File: src/rtl/core/assert_macros.svh
// ----------------------------------------------------------------------------
// assert_macros.svh
// Assertion macros shared by the dither core; define NO_ASSERTIONS to drop them.
// ----------------------------------------------------------------------------
`ifndef ASSERT_MACROS_SVH
`define ASSERT_MACROS_SVH

`ifndef NO_ASSERTIONS

// Check a property on every rising edge outside reset.
`define FSD_ASSERT(lbl, clk, rstn, prop, msg) \
    lbl: assert property (@(posedge clk) disable iff (!rstn) prop) else $error(msg);

// Check that a condition never holds on a rising edge outside reset.
`define FSD_ASSERT_NEVER(lbl, clk, rstn, cond, msg) \
    lbl: assert property (@(posedge clk) disable iff (!rstn) !(cond)) else $error(msg);

`else

`define FSD_ASSERT(lbl, clk, rstn, prop, msg)
`define FSD_ASSERT_NEVER(lbl, clk, rstn, cond, msg)

`endif

`endif

File: src/rtl/core/fsd_pkg.sv
// ----------------------------------------------------------------------------
// fsd_pkg
// Shared types, register indexes and the level quantizer of the dither core.
// ----------------------------------------------------------------------------
`default_nettype none

package fsd_pkg;

    // Configuration register indexes
    localparam logic REG_LINE_WIDTH = 1'b0;
    localparam logic REG_LEVEL_BITS = 1'b1;

    localparam int LINE_WIDTH_W = 13;
    localparam int LEVEL_BITS_W = 4;
    localparam int PIXEL_W      = 8;

    localparam logic [LINE_WIDTH_W-1:0] LINE_WIDTH_RST = 13'd640;
    localparam logic [LEVEL_BITS_W-1:0] LEVEL_BITS_RST = 4'd1;

    // Per-pixel position flags, produced with the column and carried with the pixel
    typedef struct packed {
        logic frame_start;
        logic first_row;
        logic last_col;
    } col_flags_t;

    // Keep the top bits of level and refill the low bits by repeating them.
    function automatic logic [7:0] quantize(input logic [7:0] level, input logic [3:0] bits);
        logic [7:0] kept;
        logic [7:0] res;
        logic [6:0] n;
        kept = level & (8'hFF << (4'd8 - bits));
        res  = kept;
        for (int i = 1; i <= 8; i++)
        begin
            n = 7'(i) * {3'b000, bits};
            if (n <= 7'd8)
            begin
                res = res | (kept >> n);
            end
        end
        return res;
    endfunction

endpackage

`default_nettype wire

File: src/rtl/core/fsd_col_ctrl.sv
// ----------------------------------------------------------------------------
// fsd_col_ctrl
// Column counter and first-row flag; gives the line-store address at input.
// ----------------------------------------------------------------------------
`default_nettype none
`include "assert_macros.svh"

module fsd_col_ctrl #(
    parameter int MAX_WIDTH = 4096,
    parameter int COL_W     = 12
) (
    input  wire logic                             clk,
    input  wire logic                             rst_n,
    input  wire logic                             step,
    input  wire logic                             frame_start,
    input  wire logic [fsd_pkg::LINE_WIDTH_W-1:0] line_width,
    output logic      [COL_W-1:0]                 col,
    output fsd_pkg::col_flags_t                   flags
);

    import fsd_pkg::*;

    localparam int WID_W = (COL_W + 1 > LINE_WIDTH_W) ? COL_W + 1 : LINE_WIDTH_W;

    logic [COL_W-1:0] column_count_reg;
    logic [COL_W-1:0] column_count_next;
    logic             first_row_reg;
    logic             first_row_next;
    logic [WID_W-1:0] width_raw;
    logic [WID_W-1:0] width_eff;
    logic             first_now;

    always_comb
    begin
        width_raw = WID_W'(line_width);
        if (width_raw == '0)
        begin
            width_eff = WID_W'(1);
        end
        else if (width_raw > WID_W'(MAX_WIDTH))
        begin
            width_eff = WID_W'(MAX_WIDTH);
        end
        else
        begin
            width_eff = width_raw;
        end
    end

    always_comb
    begin
        col               = frame_start ? '0 : column_count_reg;
        first_now         = frame_start | first_row_reg;
        flags.frame_start = frame_start;
        flags.first_row   = first_now;
        flags.last_col    = ((WID_W'(col) + WID_W'(1)) >= width_eff);
        if (flags.last_col)
        begin
            column_count_next = '0;
            first_row_next    = 1'b0;
        end
        else
        begin
            column_count_next = col + COL_W'(1);
            first_row_next    = first_now;
        end
    end

    always_ff @(posedge clk or negedge rst_n)
    begin
        if (!rst_n)
        begin
            column_count_reg <= '0;
            first_row_reg    <= 1'b1;
        end
        else if (step)
        begin
            column_count_reg <= column_count_next;
            first_row_reg    <= first_row_next;
        end
    end

    `FSD_ASSERT(a_row_wraps, clk, rst_n, (step && flags.last_col) |=> (column_count_reg == '0), "column count did not wrap at row end")

endmodule

`default_nettype wire

File: config.mk
export PLATFORM = sky130hd
export DESIGN_NAME = fsd_col_ctrl
export DESIGN_NICKNAME = d
export VERILOG_FILES = /design/src/rtl/core/fsd_pkg.sv /design/src/rtl/core/fsd_col_ctrl.sv
export VERILOG_INCLUDE_DIRS = /design/src /design/src/rtl/core
export SDC_FILE = /design/constraint.sdc
export NUM_CORES = 1
export LEC_CHECK = 0
export BUFFER_PORTS_ARGS = -buffer_cell sky130_fd_sc_hd__buf_2
export CAP_MARGIN = 0
export CORE_MARGIN = 2
export CORE_UTILIZATION = 29
export DETAILED_ROUTE_END_ITERATION = 10
export PLACE_DENSITY_LB_ADDON = 0.12
export SLEW_MARGIN = 20
export SYNTH_ARGS = -nofsm -noshare
export SYNTH_HDL_FRONTEND = slang
export SYNTH_SLANG_ARGS = --single-unit
File: constraint.sdc
create_clock -name clk -period 3.2 [get_ports clk]
set_clock_uncertainty 0.1 [all_clocks]
set_input_delay 0.32 -clock clk [delete_from_list [all_inputs] [get_ports clk]]
set_output_delay 0.32 -clock clk [all_outputs]
set_load 0.01 [all_outputs]
# Word level (Yosys, flattened, before mapping)

Cells that the tools add are included.

$add $sub $neg: 2
Magnitude comparators: 2
Muxes and demuxes: 5
Bitwise logic cells: 1
Reduce and logical (&&, ||, !) cells: 1

Operators with widths:

| operator              | count |
|---|---|
| $mux 13               | 2 |
| $mux 12               | 2 |
| $add 12x1->13 const B | 1 |
| $ge 13x13->1          | 1 |
| $gt 13x13->1 const B  | 1 |
| $logic_not 13->1      | 1 |
| $add 12x1->12 const B | 1 |
| $mux 1                | 1 |
| $or 1x1->1            | 1 |

Bits in registers: 13
Input port bits: 17
Output and inout port bits: 15
Logic and storage cells: 13

# Depth between registers and ports, before layout

Gate-level depths: netlist of the first run.

Depth in word-level cells: 5
Mapped depth: 16
Gate-level depth less buffers: 13

# Least setup slack after synthesis of the first run

Ideal clock, no wire load.

Path kind: input port to output port
From: in frame_start
To: out flags[0] in the netlist's numbering
Data arrival time: 2767 ps
Data required time: 2780 ps
Setup slack: 13 ps
Cell stages on the path: 15
Buffers on the path: 3
Path through: buf_6 -> buf_2 -> nor2b_1 -> ha_1 -> and3b_1 -> and2_4 -> and3_1 -> xnor2_1 -> inv_1 -> ha_1 -> nand2_1 -> o21ai_0 -> a21oi_1 -> o41ai_4 -> buf_4

RTL lines:

| item               | RTL line           | RTL |
|---|---|---|
| start: declaration | fsd_col_ctrl.sv:15 | `input wire logic frame_start,` |
| end: declaration   | fsd_col_ctrl.sv:18 | `output fsd_pkg::col_flags_t flags` |

==> results.sh, run 1 <==
export IMPL_leakage_uw=0.000866
export IMPL_synth_largest_area_cell="dfrtp_1"
export IMPL_crit_type="register to primary output"
export IMPL_cts_sink_count=13
export IMPL_hold_class="primary input to register"
export IMPL_synth_most_common_cell="nand2_1"
export IMPL_root_buffer="clkbuf_8"
export IMPL_ios=32
export IMPL_ant_nets=0
export IMPL_async_flop_share=1.00
export IMPL_n_fill_cell=444
export IMPL_synth_nets=174
export IMPL_ys_seq_area_frac=0.259
export IMPL_clk_pin_slew_ps=50
export IMPL_cp_required_ps=2780
export IMPL_worst_pin_slew_ps=429
export IMPL_n_antenna_cell=0
export IMPL_port_buffers=31
export IMPL_maxSlewViolCount=0
export IMPL_syn_cell_area_mm2=0.00126
export IMPL_yosysWarnings=0
export IMPL_ys_ff_latch=13
export IMPL_syn_avg_cell_area_um2=8.82
export IMPL_cp_arrival_ps=2660
export IMPL_cts_made_buffers=3
export IMPL_worst_setup_path_start_kind="register"
export IMPL_drc=0
export IMPL_post_route_min_period_ps=3080
export IMPL_synth_area_leaders="dfrtp_1, ha_1, nand2_1"
export IMPL_fp_dieW_um=69.9
export IMPL_core_rowCount=23
export IMPL_status="finished clean"
export IMPL_max_slew_margin=0.714
export IMPL_synthFlopType="dfrtp_1"
export IMPL_htree_levels=1
export IMPL_cts_buffer_depth=2
export IMPL_cap_viol_max_count=0
export IMPL_antenna_found_initial=0
export IMPL_worst_path_max_fanout=3
export IMPL_die_y_um=69.9
export IMPL_drtIter0Drc=28
export IMPL_synth_edff_count=0
export IMPL_initial_utilization=0.309
export IMPL_grt_pass1_wl_mm=5.56
export IMPL_setup_viol=0
export IMPL_viasPerCell=4.99
export IMPL_nets=213
export IMPL_synth_top_area_frac=0.238
export IMPL_first_pass_iters=4
export IMPL_cts_tree="yes"
export IMPL_finalHoldViolations=0
export IMPL_min_period_over_period=0.962
export IMPL_final_layout_size_suffix_gt1_frac=0.348
export IMPL_area_delta_synth_final_pct=27.9
export IMPL_critPathCaptureType="primary output"
export IMPL_final_core_util=0.395
export IMPL_worst_slack_ps=120
export IMPL_routabilityCongestion=0.820
export IMPL_track_usage=0.140
export IMPL_largest_reg_flops=12
export IMPL_grt_overflow=0
export IMPL_dieArea_mm2=0.00489
export IMPL_post_place_ws_ps=104
export IMPL_syn_inst=143
export IMPL_clkLatencyLatePin_ps=240
export IMPL_synth_common_cells="nand2_1, ha_1, dfrtp_1"
export IMPL_drt_total_wl_mm=3.37
export IMPL_vias=1152
export IMPL_seqCellArea_um2=327
export IMPL_wire_per_inst_um=14.6
export IMPL_core_area_mm2=0.00409
export IMPL_worst_ir_drop_vdd_mv=0.140
export IMPL_multi_input_area_um2=920
export IMPL_power_density_mw_per_mm2=270
export IMPL_grt_pass1_vias=1121
export IMPL_fmax_mhz=325
export IMPL_hold_ws_ps=354
export IMPL_dp_hpwl_mm=2.71
export IMPL_grt_max_degree=15
export IMPL_synth_distinct_cells=36
worst max-delay path, cell delays in order (launching register included):
cell	delay (ps)
dfrtp_1	380
nor2b_4	130
ha_2	190
and3b_1	190
and2_4	170
and3_4	170
xnor2_2	180
inv_2	60
ha_4	280
nand2_4	60
o41ai_4	420
buf_2	200
logic make-up (layout without fill, tap and decap cells):
kind of cell    Yosys count  in the layout  synth area share
compound gates           27             27             0.166
fa+ha+maj                14             14             0.139
simple gates             66             66             0.304
xor+xnor                 10             10            0.0754
buf+inv                  13             51            0.0575
flops                    13             13             0.259
what timing repair did:
| item | in CTS | in global routing |
|---|---|---|
| endpoints found under the setup margin | 1 | 2 |
| buffers inserted | 0 | 3 |
| hold endpoints to repair | 12 | 0 |
| hold buffers | 1 | 0 |
| pin swaps | 2 | 4 |
| resized for setup | 3 | 11 |
routing by layer:
layer | vias to the layer above | track usage | part of all wire
li1 | 580 | - | -
met1 | 555 | 0.187 | 0.47
met2 | 15 | 0.239 | 0.50
met3 | 2 | 0.0375 | 0.034
met4 | 0 | 0.00641 | 0.0021
met5 | - | 0 | 0
layout make-up:
cell class / instances / share of cell area
clock buffer: 4 / 0.0279
inverter: 5 / 0.0116
multi-input combinational: 117 / 0.570
sequential: 13 / 0.202
tap: 50 / 0.0388
timing repair buffer: 42 / 0.149
power breakdown:
| part | leakage (uW) | total [uW] | switching, uW | internal [uW] |
|---|---|---|---|---|
| registers | 0.000174 | 177 | 4.94 | 172 |
| clock network | 0.0000228 | 147 | 59.1 | 87.9 |
| logic | 0.000669 | 112 | 62.6 | 49.4 |
| total | 0.000866 | 436 | 127 | 309 |
layout by cell type (no fill, tap or decap), types with 2 or more instances in the layout:
master     Yosys  routed
buf_2          1      31
nand4b_4       2       2
nand3_1        4       4
nand4_1        2       2
ha_1          14      12
buf_4          3      10
a21oi_2        0       2
nor2b_1       10       8
dfrtp_1       12      12
a31oi_1        2       2
nor3_1         3       3
nand2_1       28      27
inv_1          5       4
o21ai_0        3       2
xor2_1         6       6
and3_1         3       2
nor2_1         5       5
o2bb2ai_1      8       8
and2b_1        2       2
nor4_1         2       2
o31ai_1        2       2
clkbuf_8       0       3
xnor2_1        3       2
nor2b_4        0       2
a21oi_1        8       6
through the flow:
step,cells,instance area (um^2),total power (uW),TNS (ps)
3_5_place_dp,223,1480,282,0
4_1_cts,228,1550,436,0
5_1_grt,231,1610,466,-18.4
3_3_place_gp,223,1480,282,0
2_1_floorplan,143,1260,240,0
6_report,231,1610,436,0
path summary, 6_finish.rpt:
path | start | endpoint | slack [ps] | cells past startpoint
min in group asynchronous | rst_n | column_count_reg[10] | 400 | 2
max | column_count_reg[0] | flags[0] | 120 | 11
min reg2reg | column_count_reg[11] | column_count_reg[11] | 420 | 1
max in group asynchronous | rst_n | first_row_reg | 2300 | 2
min | step | first_row_reg | 350 | 2
max reg2reg | column_count_reg[0] | column_count_reg[0] | 440 | 14
Power figures use the tool's default switching activity.
==> run 2, diff against run 1 <==
- REMOVE_ABC_BUFFERS: not set -> 1
==> run 2 against run 1 <==
  * Clock power barely moved
  * Critical endpoint unchanged
  * Utilization fell by 0.46 points
  * Fmax rose by 0.32%
  * Setup slack improved by 9.7 ps
  * Total power fell by 1.0%
  * Combinational power fell by 6%
  * Register-to-register slack got worse by 100 ps
  * Sequential share of layout area rose by 0.24 points
  * Highest routed layer unchanged
  * Via count barely moved
==> results.sh, run 2 (same netlist as run 1, synthesis figures left out) <==
export IMPL_drtIter0Drc=42
export IMPL_finalHoldViolations=0
export IMPL_maxSlewViolCount=0
export IMPL_drt_total_wl_mm=3.45
export IMPL_cp_common_cell="a21oi_2"
export IMPL_port_buffers=31
export IMPL_leakage_uw=0.000854
export IMPL_viasPerCell=5.06
export IMPL_cp_arrival_ps=2650
export IMPL_cp_required_ps=2780
export IMPL_fp_dieW_um=69.9
export IMPL_cts_sink_count=13
export IMPL_grt_overflow=0
export IMPL_n_fill_cell=432
export IMPL_top_layer_used="met4"
export IMPL_initial_utilization=0.309
export IMPL_met1_length_mm=1.50
export IMPL_slowest_stage="dfrtp_1"
export IMPL_grt_max_degree=18
export IMPL_final_cell_mix="buf_2, nand2_1, ha_1, dfrtp_1"
export IMPL_clk_pin_slew_ps=60
export IMPL_setup_viol=0
export IMPL_tns_ps=0
export IMPL_htree_levels=1
export IMPL_grt_pass1_wl_mm=5.80
export IMPL_track_usage=0.147
export IMPL_worst_ir_drop_vdd_mv=0.176
export IMPL_power_density_mw_per_mm2=270
export IMPL_core_area_mm2=0.00409
export IMPL_routabilityCongestion=0.850
export IMPL_crit_path_cell_trace="nor2b_2 -> ha_2 -> and3b_1 -> and2_4 -> and3_4 -> xnor2_4 -> inv_2 -> ha_4 -> a21oi_2 -> o21ai_1 -> a21oi_2 -> o41ai_4 -> buf_2"
export IMPL_critPathCaptureType="primary output"
export IMPL_drc=0
export IMPL_worst_setup_path_start_kind="register"
export IMPL_ios=32
export IMPL_root_buffer="clkbuf_8"
export IMPL_area_delta_synth_final_pct=26.4
export IMPL_cap_viol_max_count=0
export IMPL_final_layout_size_suffix_gt1_frac=0.343
export IMPL_largest_reg_flops=12
export IMPL_fmax_mhz=326
export IMPL_dieArea_mm2=0.00489
export IMPL_cts_buffer_depth=2
export IMPL_dp_hpwl_mm=2.67
export IMPL_cts_made_buffers=3
export IMPL_post_route_min_period_ps=3070
export IMPL_ant_nets=0
export IMPL_hold_ws_ps=339
export IMPL_wire_per_inst_um=15.1
export IMPL_layout_commonest_cell="buf_2"
export IMPL_worst_path_max_fanout=3
export IMPL_met2_length_mm=1.70
export IMPL_cpPeakStageDelay_ps=390
export IMPL_cts_tree="yes"
export IMPL_status="finished clean"
export IMPL_grt_pass1_vias=1210
export IMPL_die_y_um=69.9
export IMPL_first_pass_iters=4
export IMPL_antenna_found_initial=0
export IMPL_crit_type="register to primary output"
export IMPL_max_slew_margin=0.708
export IMPL_worst_pin_slew_ps=437
export IMPL_core_rowCount=23
export IMPL_r2r_slack_ps=340
export IMPL_nets=210
export IMPL_min_period_over_period=0.959
export IMPL_clkLatencyLatePin_ps=240
export IMPL_wl_met3_um=157
export IMPL_hold_class="primary input to register"
export IMPL_vias=1153
export IMPL_n_antenna_cell=0
run 2: changes by cell type in the layout (fill, tap and decap cells not counted):
cell | before | now
xnor2_1 | 2 | 1
nor2b_4 | 2 | 0
nand2_4 | 1 | 0
nor2b_2 | 0 | 2
buf_4 | 10 | 7
nand2_2 | 0 | 1
xnor2_4 | 0 | 1
run 2: per-stage QoR:
step	cell area, um^2	util	setup slack, ps	instances	power (uW)
detailed placement	1470	0.360	102	222	279
global placement	1470	0.360	228	222	275
CTS	1540	0.376	15.8	228	436
global route	1590	0.390	-16.1	228	463
finish	1590	0.390	130	228	431
floorplan	1210	-	19.0	135	231
run 2: power breakdown:
| group | leakage [uW] | switching, uW | internal (uW) | total (uW) |
|---|---|---|---|---|
| clock network | 0.0000228 | 61.2 | 88.0 | 149 |
| logic | 0.000657 | 60.2 | 44.4 | 105 |
| registers | 0.000174 | 5.49 | 172 | 177 |
| total | 0.000854 | 127 | 304 | 431 |
run 2: worst max-delay path: cells and delay by family, from the launching register on:
kind	cells	cell delay, ps
adder cells (fa/ha/maj)	2	410
AND/OR/NAND/NOR	4	720
AO/OA/AOI/OAI	4	490
buffers and inverters	2	210
XOR/XNOR	1	170
flip-flops	1	390
run 2: what timing repair did:
item	CTS	global route
hold buffers	1	0
pin swaps	1	2
setup endpoints to repair	1	1
endpoints found under the hold margin	12	0
gates resized for setup	1	12
buffers inserted	1	0
run 2: layer usage:
| metal | vias up | GRT usage |
|---|---|---|
| met5 | - | 0 |
| met4 | 0 | 0.0385 |
| met3 | 8 | 0.0404 |
| met2 | 30 | 0.249 |
| met1 | 540 | 0.182 |
| li1 | 575 | - |
run 2: cell type report:
cell class | instances | area, um^2 | share of cell area
Timing Repair Buffer | 39 | 218 | 0.137
Inverter | 5 | 18.8 | 0.0118
Multi-Input combinational cell | 117 | 923 | 0.579
Sequential cell | 13 | 327 | 0.205
Tap cell | 50 | 62.6 | 0.0392
Clock buffer | 4 | 45.0 | 0.0283
run 2: path summary, 6_finish.rpt:
path                                  endpoint                 from  depth (start not counted)
setup reg to reg           column_count_reg[0]  column_count_reg[1]                         14
hold / removal                   first_row_reg                 step                          2
hold reg to reg                  first_row_reg        first_row_reg                          2
max in group asynchronous        first_row_reg                rst_n                          2
setup / recovery                      flags[0]  column_count_reg[1]                         13
min in group asynchronous  column_count_reg[6]                rst_n                          2
