### src/rtl/core/assert_macros.svh
// ----------------------------------------------------------------------------
// assert_macros.svh
// Assertion macros shared by the dither core; define NO_ASSERTIONS to drop them.
// ----------------------------------------------------------------------------
`ifndef ASSERT_MACROS_SVH
`define ASSERT_MACROS_SVH

`ifndef NO_ASSERTIONS

// Check a property on every rising edge outside reset.
`define FSD_ASSERT(lbl, clk, rstn, prop, msg) \
    lbl: assert property (@(posedge clk) disable iff (!rstn) prop) else $error(msg);

// Check that a condition never holds on a rising edge outside reset.
`define FSD_ASSERT_NEVER(lbl, clk, rstn, cond, msg) \
    lbl: assert property (@(posedge clk) disable iff (!rstn) !(cond)) else $error(msg);

`else

`define FSD_ASSERT(lbl, clk, rstn, prop, msg)
`define FSD_ASSERT_NEVER(lbl, clk, rstn, cond, msg)

`endif

`endif

### src/rtl/core/fsd_pkg.sv
// ----------------------------------------------------------------------------
// fsd_pkg
// Shared types, register indexes and the level quantizer of the dither core.
// ----------------------------------------------------------------------------
`default_nettype none

package fsd_pkg;

    // Configuration register indexes
    localparam logic REG_LINE_WIDTH = 1'b0;
    localparam logic REG_LEVEL_BITS = 1'b1;

    localparam int LINE_WIDTH_W = 13;
    localparam int LEVEL_BITS_W = 4;
    localparam int PIXEL_W      = 8;

    localparam logic [LINE_WIDTH_W-1:0] LINE_WIDTH_RST = 13'd640;
    localparam logic [LEVEL_BITS_W-1:0] LEVEL_BITS_RST = 4'd1;

    // Per-pixel position flags, produced with the column and carried with the pixel
    typedef struct packed {
        logic frame_start;
        logic first_row;
        logic last_col;
    } col_flags_t;

    // Keep the top bits of level and refill the low bits by repeating them.
    function automatic logic [7:0] quantize(input logic [7:0] level, input logic [3:0] bits);
        logic [7:0] kept;
        logic [7:0] res;
        logic [6:0] n;
        kept = level & (8'hFF << (4'd8 - bits));
        res  = kept;
        for (int i = 1; i <= 8; i++)
        begin
            n = 7'(i) * {3'b000, bits};
            if (n <= 7'd8)
            begin
                res = res | (kept >> n);
            end
        end
        return res;
    endfunction

endpackage

`default_nettype wire

### src/rtl/core/fsd_diffuse.sv
// ----------------------------------------------------------------------------
// fsd_diffuse
// Error add, clamp, round, quantize and Floyd-Steinberg share split; holds
// the right carry, the two next-row partials and the deferred row-end write.
// ----------------------------------------------------------------------------
`default_nettype none
`include "assert_macros.svh"

module fsd_diffuse #(
    parameter int FRAC_W = 8,
    parameter int COL_W  = 12
) (
    input  wire logic                             clk,
    input  wire logic                             rst_n,
    input  wire logic                             adv,
    input  wire logic [fsd_pkg::PIXEL_W-1:0]      pixel,
    input  wire logic [COL_W-1:0]                 col,
    input  wire fsd_pkg::col_flags_t              flags,
    input  wire logic [fsd_pkg::LEVEL_BITS_W-1:0] level_bits,
    input  wire logic [FRAC_W+9:0]                rd_data,
    output logic      [fsd_pkg::PIXEL_W-1:0]      q,
    output logic                                  wr_en,
    output logic      [COL_W-1:0]                 wr_addr,
    output logic      [FRAC_W+9:0]                wr_data
);

    import fsd_pkg::*;

    localparam int EW  = FRAC_W + 10;   // error word
    localparam int SW  = EW + 2;        // pixel plus error
    localparam int CW  = FRAC_W + 8;    // clamped sum
    localparam int PW  = EW + 3;        // error times weight
    localparam logic [CW-1:0] TOP  = {8'hFF, {FRAC_W{1'b0}}};
    localparam logic [CW:0]   HALF = (CW+1)'(1) << (FRAC_W - 1);

    logic signed [EW-1:0] right_carry_reg;
    logic signed [EW-1:0] below_left_reg;
    logic signed [EW-1:0] below_reg;
    logic                 pending_valid_reg;
    logic [COL_W-1:0]     pending_addr_reg;
    logic signed [EW-1:0] pending_data_reg;

    logic signed [EW-1:0] carry_eff;
    logic signed [EW-1:0] below_left_eff;
    logic signed [EW-1:0] below_eff;
    logic signed [EW-1:0] store_eff;
    logic signed [SW-1:0] sum;
    logic [CW-1:0]        clamped;
    logic [CW:0]          rounded;
    logic [3:0]           bits_eff;
    logic signed [EW-1:0] e;
    logic signed [PW-1:0] e_w;
    logic signed [EW-1:0] share1;
    logic signed [EW-1:0] share3;
    logic signed [EW-1:0] share5;
    logic signed [EW-1:0] share7;
    logic                 norm_we;

    // Divide by 16, truncating toward zero.
    function automatic logic signed [EW-1:0] sixteenth(input logic signed [PW-1:0] p);
        logic signed [PW-1:0] biased;
        biased = p[PW-1] ? (p + PW'(15)) : p;
        return EW'(biased >>> 4);
    endfunction

    always_comb
    begin
        carry_eff      = flags.frame_start ? '0 : right_carry_reg;
        below_left_eff = flags.frame_start ? '0 : below_left_reg;
        below_eff      = flags.frame_start ? '0 : below_reg;
        // Row-end entry still waiting for its write slot
        if (flags.first_row)
        begin
            store_eff = '0;
        end
        else if (pending_valid_reg && (pending_addr_reg == col))
        begin
            store_eff = pending_data_reg;
        end
        else
        begin
            store_eff = $signed(rd_data);
        end

        sum = $signed(SW'({pixel, {FRAC_W{1'b0}}})) + SW'(carry_eff) + SW'(store_eff);
        if (sum[SW-1])
        begin
            clamped = '0;
        end
        else if (sum > $signed(SW'(TOP)))
        begin
            clamped = TOP;
        end
        else
        begin
            clamped = sum[CW-1:0];
        end
        rounded = {1'b0, clamped} + HALF;

        if (level_bits == '0)
        begin
            bits_eff = 4'd1;
        end
        else if (level_bits > 4'd8)
        begin
            bits_eff = 4'd8;
        end
        else
        begin
            bits_eff = level_bits;
        end
        q = quantize(rounded[CW-1:FRAC_W], bits_eff);

        e   = $signed(EW'(clamped)) - $signed(EW'({q, {FRAC_W{1'b0}}}));
        e_w = PW'(e);
        share1 = sixteenth(e_w);
        share3 = sixteenth(e_w * $signed(PW'(3)));
        share5 = sixteenth(e_w * $signed(PW'(5)));
        share7 = sixteenth(e_w * $signed(PW'(7)));

        norm_we = adv && (col != '0);
        if (norm_we)
        begin
            wr_en   = 1'b1;
            wr_addr = col - COL_W'(1);
            wr_data = below_left_eff + share3;
        end
        else
        begin
            wr_en   = pending_valid_reg;
            wr_addr = pending_addr_reg;
            wr_data = pending_data_reg;
        end
    end

    always_ff @(posedge clk or negedge rst_n)
    begin
        if (!rst_n)
        begin
            right_carry_reg   <= '0;
            below_left_reg    <= '0;
            below_reg         <= '0;
            pending_valid_reg <= 1'b0;
        end
        else
        begin
            pending_valid_reg <= adv && flags.last_col;
            if (adv)
            begin
                if (flags.last_col)
                begin
                    right_carry_reg <= '0;
                    below_left_reg  <= '0;
                    below_reg       <= '0;
                end
                else
                begin
                    right_carry_reg <= share7;
                    below_left_reg  <= below_eff + share5;
                    below_reg       <= share1;
                end
            end
        end
    end

    always_ff @(posedge clk)
    begin
        if (adv && flags.last_col)
        begin
            pending_addr_reg <= col;
            pending_data_reg <= below_eff + share5;
        end
    end

    `FSD_ASSERT_NEVER(a_one_write, clk, rst_n, pending_valid_reg && norm_we, "row-end write collides with a column write")
    `FSD_ASSERT(a_pending_src, clk, rst_n, pending_valid_reg |-> $past(adv && flags.last_col), "row-end write without a row end")

endmodule

`default_nettype wire

### config.mk
export PLATFORM = sky130hd
export DESIGN_NAME = fsd_diffuse
export DESIGN_NICKNAME = d
export VERILOG_FILES = /design/src/rtl/core/fsd_pkg.sv /design/src/rtl/core/fsd_diffuse.sv
export VERILOG_INCLUDE_DIRS = /design/src /design/src/rtl/core
export SDC_FILE = /design/constraint.sdc
export NUM_CORES = 1
export LEC_CHECK = 0
export ABC_AREA = 1
export BUFFER_PORTS_ARGS = -buffer_cell sky130_fd_sc_hd__buf_2
export CORE_MARGIN = 1.5
export CORE_UTILIZATION = 40
export CTS_CLUSTER_DIAMETER = 200
export CTS_CLUSTER_SIZE = 40
export DETAILED_ROUTE_END_ITERATION = 8
export PLACE_DENSITY = 0.65
export SLEW_MARGIN = 5
export SYNTH_ARGS = -nofsm -noshare
export SYNTH_HDL_FRONTEND = slang
export SYNTH_SLANG_ARGS = --single-unit
### constraint.sdc
create_clock -name clk -period 13.2 [get_ports clk]
set_input_delay 1.32 -clock clk [delete_from_list [all_inputs] [get_ports clk]]
set_output_delay 1.32 -clock clk [all_outputs]
set_load 0.05 [all_outputs]
## Word-level counts from Yosys, hierarchy flattened

Index checks and enable logic that the tools add are counted.

| cells by class | value |
|---|---|
| reductions and logical operators | 5 |
| eq/ne operators | 1 |
| muxes and demuxes | 27 |
| $add $sub $neg | 12 |
| multipliers | 7 |
| bitwise logic cells | 9 |
| shift operators | 9 |
| magnitude comparators | 10 |

Operator list:

| kind | count |
|---|---|
| 2-to-1 mux 18 bit | 9 |
| 2-to-1 mux 21 bit | 4 |
| 2-to-1 mux 8 bit | 8 |
| bitwise OR 8 bit | 8 |
| adder 21 x 5 -> 21 bit, second input constant | 2 |
| multiplier 17 x 4 -> 21 bit, second input constant | 2 |
| adder 18 x 17 -> 18 bit | 2 |
| 2-to-1 mux 16 bit | 2 |
| right shift 8 x 7 -> 8 bit | 4 |
| <= comparator 7 x 4 -> 1 bit, second input constant | 4 |
| adder 20 x 5 -> 21 bit, second input constant | 1 |
| adder 19 x 18 -> 20 bit | 1 |
| greater-than comparator 20 x 17 -> 1 bit, second input constant | 1 |
| multiplier 17 x 3 -> 20 bit, second input constant | 1 |
| adder 17 x 18 -> 19 bit | 1 |
| adder 17 x 5 -> 18 bit, second input constant | 1 |
| subtractor 16 x 16 -> 17 bit | 1 |
| adder 16 x 8 -> 16 bit, second input constant | 1 |
| right shift 8 x 6 -> 8 bit | 2 |
| multiplier 3 x 4 -> 7 bit, first input constant | 2 |
| == test 12 bit | 1 |
| <= comparator 6 x 4 -> 1 bit, second input constant | 2 |
| multiplier 2 x 4 -> 6 bit, first input constant | 2 |
| 2-to-1 mux 12 bit | 1 |
| 14 further kinds | 17 |

| word-level totals | value |
|---|---|
| bits of input ports | 48 |
| word-level logic and storage cells | 86 |
| output and inout port bits | 39 |
| flip-flop bits (word level) | 85 |

## Longest topological paths before layout

| logic depth | value |
|---|---|
| depth in word-level cells | 33 |
| gate-level depth with buffers | 85 |
| depth with buffers taken out | 84 |

## Worst setup path before layout

Ideal clock, no wire load.

| timing path | value |
|---|---|
| path type | in2out |
| start | input port col[11] |
| end | output port wr_data[16] |
| arrival time | 13.554 ns |
| data required time | 11.880 ns |
| buffers on the path | 1 |
| stages | 76 |
| path slack | -1.674 ns |
| path through | nand2_1 -> o21ai_0 -> a221oi_1 -> o2111ai_1 -> a2111oi_0 -> nand2_1 -> inv_1 -> clkbuf_1 -> nor2_1 -> nor2_1 -> ha_1 -> ha_1 -> fa_1 -> nand2_2 -> nand2_1 -> nand3_1 -> nand2_2 -> nand2_1 -> (+40 left out) -> ha_1 -> fa_1 -> a21o_1 -> a21oi_1 -> o21ai_0 -> inv_1 -> o21ai_0 -> nand3_1 -> nand2_1 -> nand3_1 -> nand2_1 -> a21oi_1 -> o21bai_1 -> a21oi_1 -> nor2_1 -> nor2_1 -> xor2_1 -> o21ai_0 |

| on the way | value |
|---|---|
| word-level cells in the longest chain between the ends | 33 |

Ends and longest elaborated chain:

| element | RTL line | text |
|---|---|---|
| start: declaration | fsd_diffuse.sv:17 | `input wire logic [COL_W-1:0] col,` |
| == test 12 bit * | fsd_diffuse.sv:76 | `else if (pending_valid_reg && (pending_addr_reg == col))` |
| logical AND 1 bit * | fsd_diffuse.sv:76 |  |
| 2-to-1 mux 18 bit * | fsd_diffuse.sv:76 |  |
| 2-to-1 mux 18 bit * | fsd_diffuse.sv:72 | `if (flags.first_row)` |
| adder 19 x 18 -> 20 bit * | fsd_diffuse.sv:85 | `sum = $signed(SW'({pixel, {FRAC_W{1'b0}}})) + SW'(carry_eff) + SW'(store_eff);` |
| greater-than comparator 20 x 17 -> 1 bit | fsd_diffuse.sv:90 | `else if (sum > $signed(SW'(TOP)))` |
| 2-to-1 mux 16 bit | fsd_diffuse.sv:90 |  |
| 2-to-1 mux 16 bit * | fsd_diffuse.sv:86 | `if (sum[SW-1])` |
| (+18 left out) | n/a |  |
| 2-to-1 mux 8 bit * | fsd_pkg.sv:37 | `if (n <= 7'd8)` |
| net q, one bit | fsd_diffuse.sv:21 | `output logic [fsd_pkg::PIXEL_W-1:0] q,` |
| subtractor 16 x 16 -> 17 bit * | fsd_diffuse.sv:114 | `e = $signed(EW'(clamped)) - $signed(EW'({q, {FRAC_W{1'b0}}}));` |
| multiplier 17 x 3 -> 20 bit * | fsd_diffuse.sv:117 | `share3 = sixteenth(e_w * $signed(PW'(3)));` |
| adder 20 x 5 -> 21 bit | fsd_diffuse.sv:62 | `biased = p[PW-1] ? (p + PW'(15)) : p;` |
| 2-to-1 mux 21 bit * | fsd_diffuse.sv:62 |  |
| adder 18 x 17 -> 18 bit * | fsd_diffuse.sv:126 | `wr_data = below_left_eff + share3;` |
| 2-to-1 mux 18 bit * | fsd_diffuse.sv:122 | `if (norm_we)` |
| end: declaration | fsd_diffuse.sv:24 | `output logic [FRAC_W+9:0] wr_data` |

The timed path passes the listed nets; every way through them passes the cells marked *.

## Final worst setup path

| timing path | value |
|---|---|
| start | input port col[11] |
| end | output port wr_data[16] |

| on the way | value |
|---|---|
| word-level cells in the longest chain between the ends | 33 |

Ends and longest elaborated chain:

| element | RTL line | text |
|---|---|---|
| == test 12 bit | fsd_diffuse.sv:76 |  |
| logical AND 1 bit | fsd_diffuse.sv:76 |  |
| 2-to-1 mux 18 bit | fsd_diffuse.sv:76 |  |
| 2-to-1 mux 18 bit | fsd_diffuse.sv:72 |  |
| adder 19 x 18 -> 20 bit | fsd_diffuse.sv:85 |  |
| greater-than comparator 20 x 17 -> 1 bit | fsd_diffuse.sv:90 |  |
| 2-to-1 mux 16 bit | fsd_diffuse.sv:90 |  |
| 2-to-1 mux 16 bit | fsd_diffuse.sv:86 |  |
| (+17 left out) | n/a |  |
| bitwise OR 8 bit | fsd_pkg.sv:39 | `res = res \| (kept >> n);` |
| 2-to-1 mux 8 bit | fsd_pkg.sv:37 |  |
| subtractor 16 x 16 -> 17 bit | fsd_diffuse.sv:114 |  |
| multiplier 17 x 3 -> 20 bit | fsd_diffuse.sv:117 |  |
| adder 20 x 5 -> 21 bit | fsd_diffuse.sv:62 |  |
| 2-to-1 mux 21 bit | fsd_diffuse.sv:62 |  |
| adder 18 x 17 -> 18 bit | fsd_diffuse.sv:126 |  |
| 2-to-1 mux 18 bit * | fsd_diffuse.sv:122 |  |

Mark *: on every way between the ends. The rest lies on a longest branch, timed or not.

==> flow_metrics.env <==
export IMPL_crit_top_cell="nand2_2"
export IMPL_fin_crit_ns=13.19
export IMPL_placeableCoreArea_um2=33500
export IMPL_vias_per_cell=5.12
export IMPL_synth_nets=2309
export IMPL_avgSynthCellArea_um2=6.62
export IMPL_seq_area_frac_synth=0.158
export IMPL_rsz0062_at_grt="true"
export IMPL_htreeDepth=3
export IMPL_seqCellArea_um2=2150
export IMPL_tightest_slew_ns=1.20
export IMPL_track_usage=0.258
export IMPL_clock_sinks=80
export IMPL_netlist_instances=2055
export IMPL_die_w_um=187
export IMPL_max_slew_margin_rel=0.199
export IMPL_synth_ff_type="dfrtp_1"
export IMPL_crit_required_ns=11.88
export IMPL_whs_ns=0.495
export IMPL_post_route_util=0.562
export IMPL_routabilityCongestion=0.964
export IMPL_end_kind="output port"
export IMPL_finalHoldViolCount=0
export IMPL_clock_skew_ns=0.00820
export IMPL_start_util=0.406
export IMPL_clockBufferDepth=2
export IMPL_die_area_um2=35100
export IMPL_io_buffers=86
export IMPL_wirelength_um=46500
export IMPL_wire_per_inst_um=15.9
export IMPL_n_fill_cell=3188
export IMPL_rows=67
export IMPL_critPathMaxStageDelay_ns=0.36
export IMPL_area_growth_pct=38.7
export IMPL_antennaDiodeCount=0
export IMPL_cts_clk_slew_worst_paths_ns=0.06
export IMPL_cap_viol_max_count=0
export IMPL_cts_tree="yes"
export IMPL_drc=0
export IMPL_slowest_stage="fa_2"
export IMPL_grt_pass1_wl_um=73200
export IMPL_hold_path_class="reg2reg"
export IMPL_numCtsBuffers=9
export IMPL_synth_edf_count=30
export IMPL_worst_slack_ns=0.00535
export IMPL_grt_max_degree=51
export IMPL_overflow=0
export IMPL_hpwl_um=37300
export IMPL_post_route_period_util=1.00
export IMPL_root_buffer="clkbuf_16"
export IMPL_via_count=14900
export IMPL_die_h_um=187
export IMPL_status="completed"
export IMPL_setup_viol=0
export IMPL_synth_warnings=0
export IMPL_slew_viol_final=0
export IMPL_drt_iter0_markers=1119
export IMPL_io_pins=87
export IMPL_dpl_cell_count=2864
export IMPL_cp_start_kind="primary input"
export IMPL_firstDrtPassIters=5
export IMPL_ant_nets=0
export IMPL_synthDistinctLibCells=61
export IMPL_fin_cells=2917
export IMPL_maxClockFrequency_mhz=75.8
export IMPL_crit_fanout=7
export IMPL_crit_arrival_ns=11.87
export IMPL_finalNetCount=2718
export IMPL_critPathKind="in2out"
export IMPL_drive_gt1_frac=0.305
export IMPL_worstSkewPairLatency_ns=0.35
export IMPL_grt_pass1_vias=14400
export IMPL_multiInputGateArea_um2=11300
export IMPL_syn_cell_area_um2=13600
export IMPL_synth_seq_cells=80
export IMPL_ys_async_sr_fraction=0.625
export IMPL_antenna_found_initial=0
export IMPL_pre_cts_ws_ns=-0.750
path summary, 6_finish.rpt:
path,cells past startpoint,to,start,slack [ns]
setup / recovery,79,wr_data[16],col[11],0.005
hold / removal,2,below_left_reg[17],below_left_reg[17],0.49
setup reg to reg,82,pending_data_reg[16],pending_addr_reg[9],1.53
hold reg to reg,2,below_left_reg[17],below_left_reg[17],0.49
max in group asynchronous,2,right_carry_reg[12],rst_n,11.62
min in group asynchronous,2,below_left_reg[12],rst_n,1.10
synthesized netlist by cell type, drive strengths merged, types with 26 or more instances:
cell type  instances  area [um^2]
o21ai            143          727
fa                32          641
xnor2             42          368
inv              372         1400
nor2             239          968
edfxtp            30          901
o22ai             26          163
dfrtp             50         1250
clkbuf            26         97.6
nand2            435         1710
xor2             102          901
nand3            125          701
ha               174         2180
a21oi            107          554
metrics by stage:
stage	setup TNS, ns	instance area (um^2)
floorplan	-0.134	13700
detailed placement	-4.40	16900
global placement	-2.16	16900
global route	-3.87	18900
finish	0	18900
CTS	-0.134	17900
routing by layer:
metal	global-route usage	routed length, um
met5	0	0
met3	0.0386	2760
met1	0.341	20700
met4	0.0772	1420
met2	0.435	21600
area by class of cell:
type                            count  area share
Inverter                          372      0.0750
Clock buffer                        9      0.0119
Clock inverter                      7     0.00299
Timing Repair Buffer              428       0.167
Multi-Input combinational cell   1573       0.599
Sequential cell                    80       0.114
Tap cell                          448      0.0297
critical path, delay by kind of cell:
kind / cells / cell delay (ns)
AO/OA/AOI/OAI: 18 / 2.51
XOR/XNOR: 5 / 1.06
adder cells (fa/ha/maj): 9 / 2.36
buffers and inverters: 14 / 1.47
AND/OR/NAND/NOR: 33 / 3.13
timing repair:
action / CTS / global route
pin swaps: 81 / 125
resized for setup: 135 / 196
hold buffers: 0 / 0
cloned: 1 / 1
setup endpoints to repair: 12 / 23
buffers inserted: 20 / 15
layout by cell type, fill, tap and decap left out, types with 6 or more instances in the layout:
| cell | count |
|---|---|
| o21ai_1 | 31 |
| xor2_1 | 91 |
| xnor2_1 | 38 |
| xor2_2 | 6 |
| fa_1 | 28 |
| o21ai_2 | 15 |
| nand3_1 | 96 |
| o21bai_1 | 11 |
| nand4_1 | 24 |
| buf_6 | 27 |
| buf_2 | 76 |
| nor3_1 | 15 |
| nand3_2 | 20 |
| a21o_1 | 10 |
| a21oi_2 | 22 |
| ha_1 | 146 |
| nor2_1 | 195 |
| a21oi_1 | 83 |
| nor3_2 | 7 |
| nand2_4 | 17 |
| o21ai_0 | 93 |
| o22ai_1 | 26 |
| nor2_4 | 18 |
| buf_4 | 322 |
| nand2_2 | 61 |
| dfrtp_1 | 50 |
| or2_2 | 9 |
| edfxtp_1 | 30 |
| ha_4 | 26 |
| nand2_1 | 355 |
| nand3b_1 | 9 |
| clkbuf_16 | 9 |
| inv_2 | 25 |
| a31oi_1 | 6 |
| inv_1 | 342 |
| nand3_4 | 9 |
| nor2_2 | 25 |
kinds of logic after synthesis:
logic type | synth area share
DFF | 0.158
xor gates and xnor gates | 0.0933
AOI/OAI and AO/OA | 0.144
and+or+nand+nor | 0.286
adders and majority gates | 0.207
buffers and inverters | 0.112
Power is not shown: default switching activity piles up to over one toggle a cycle in this logic, so the estimate is an artifact.
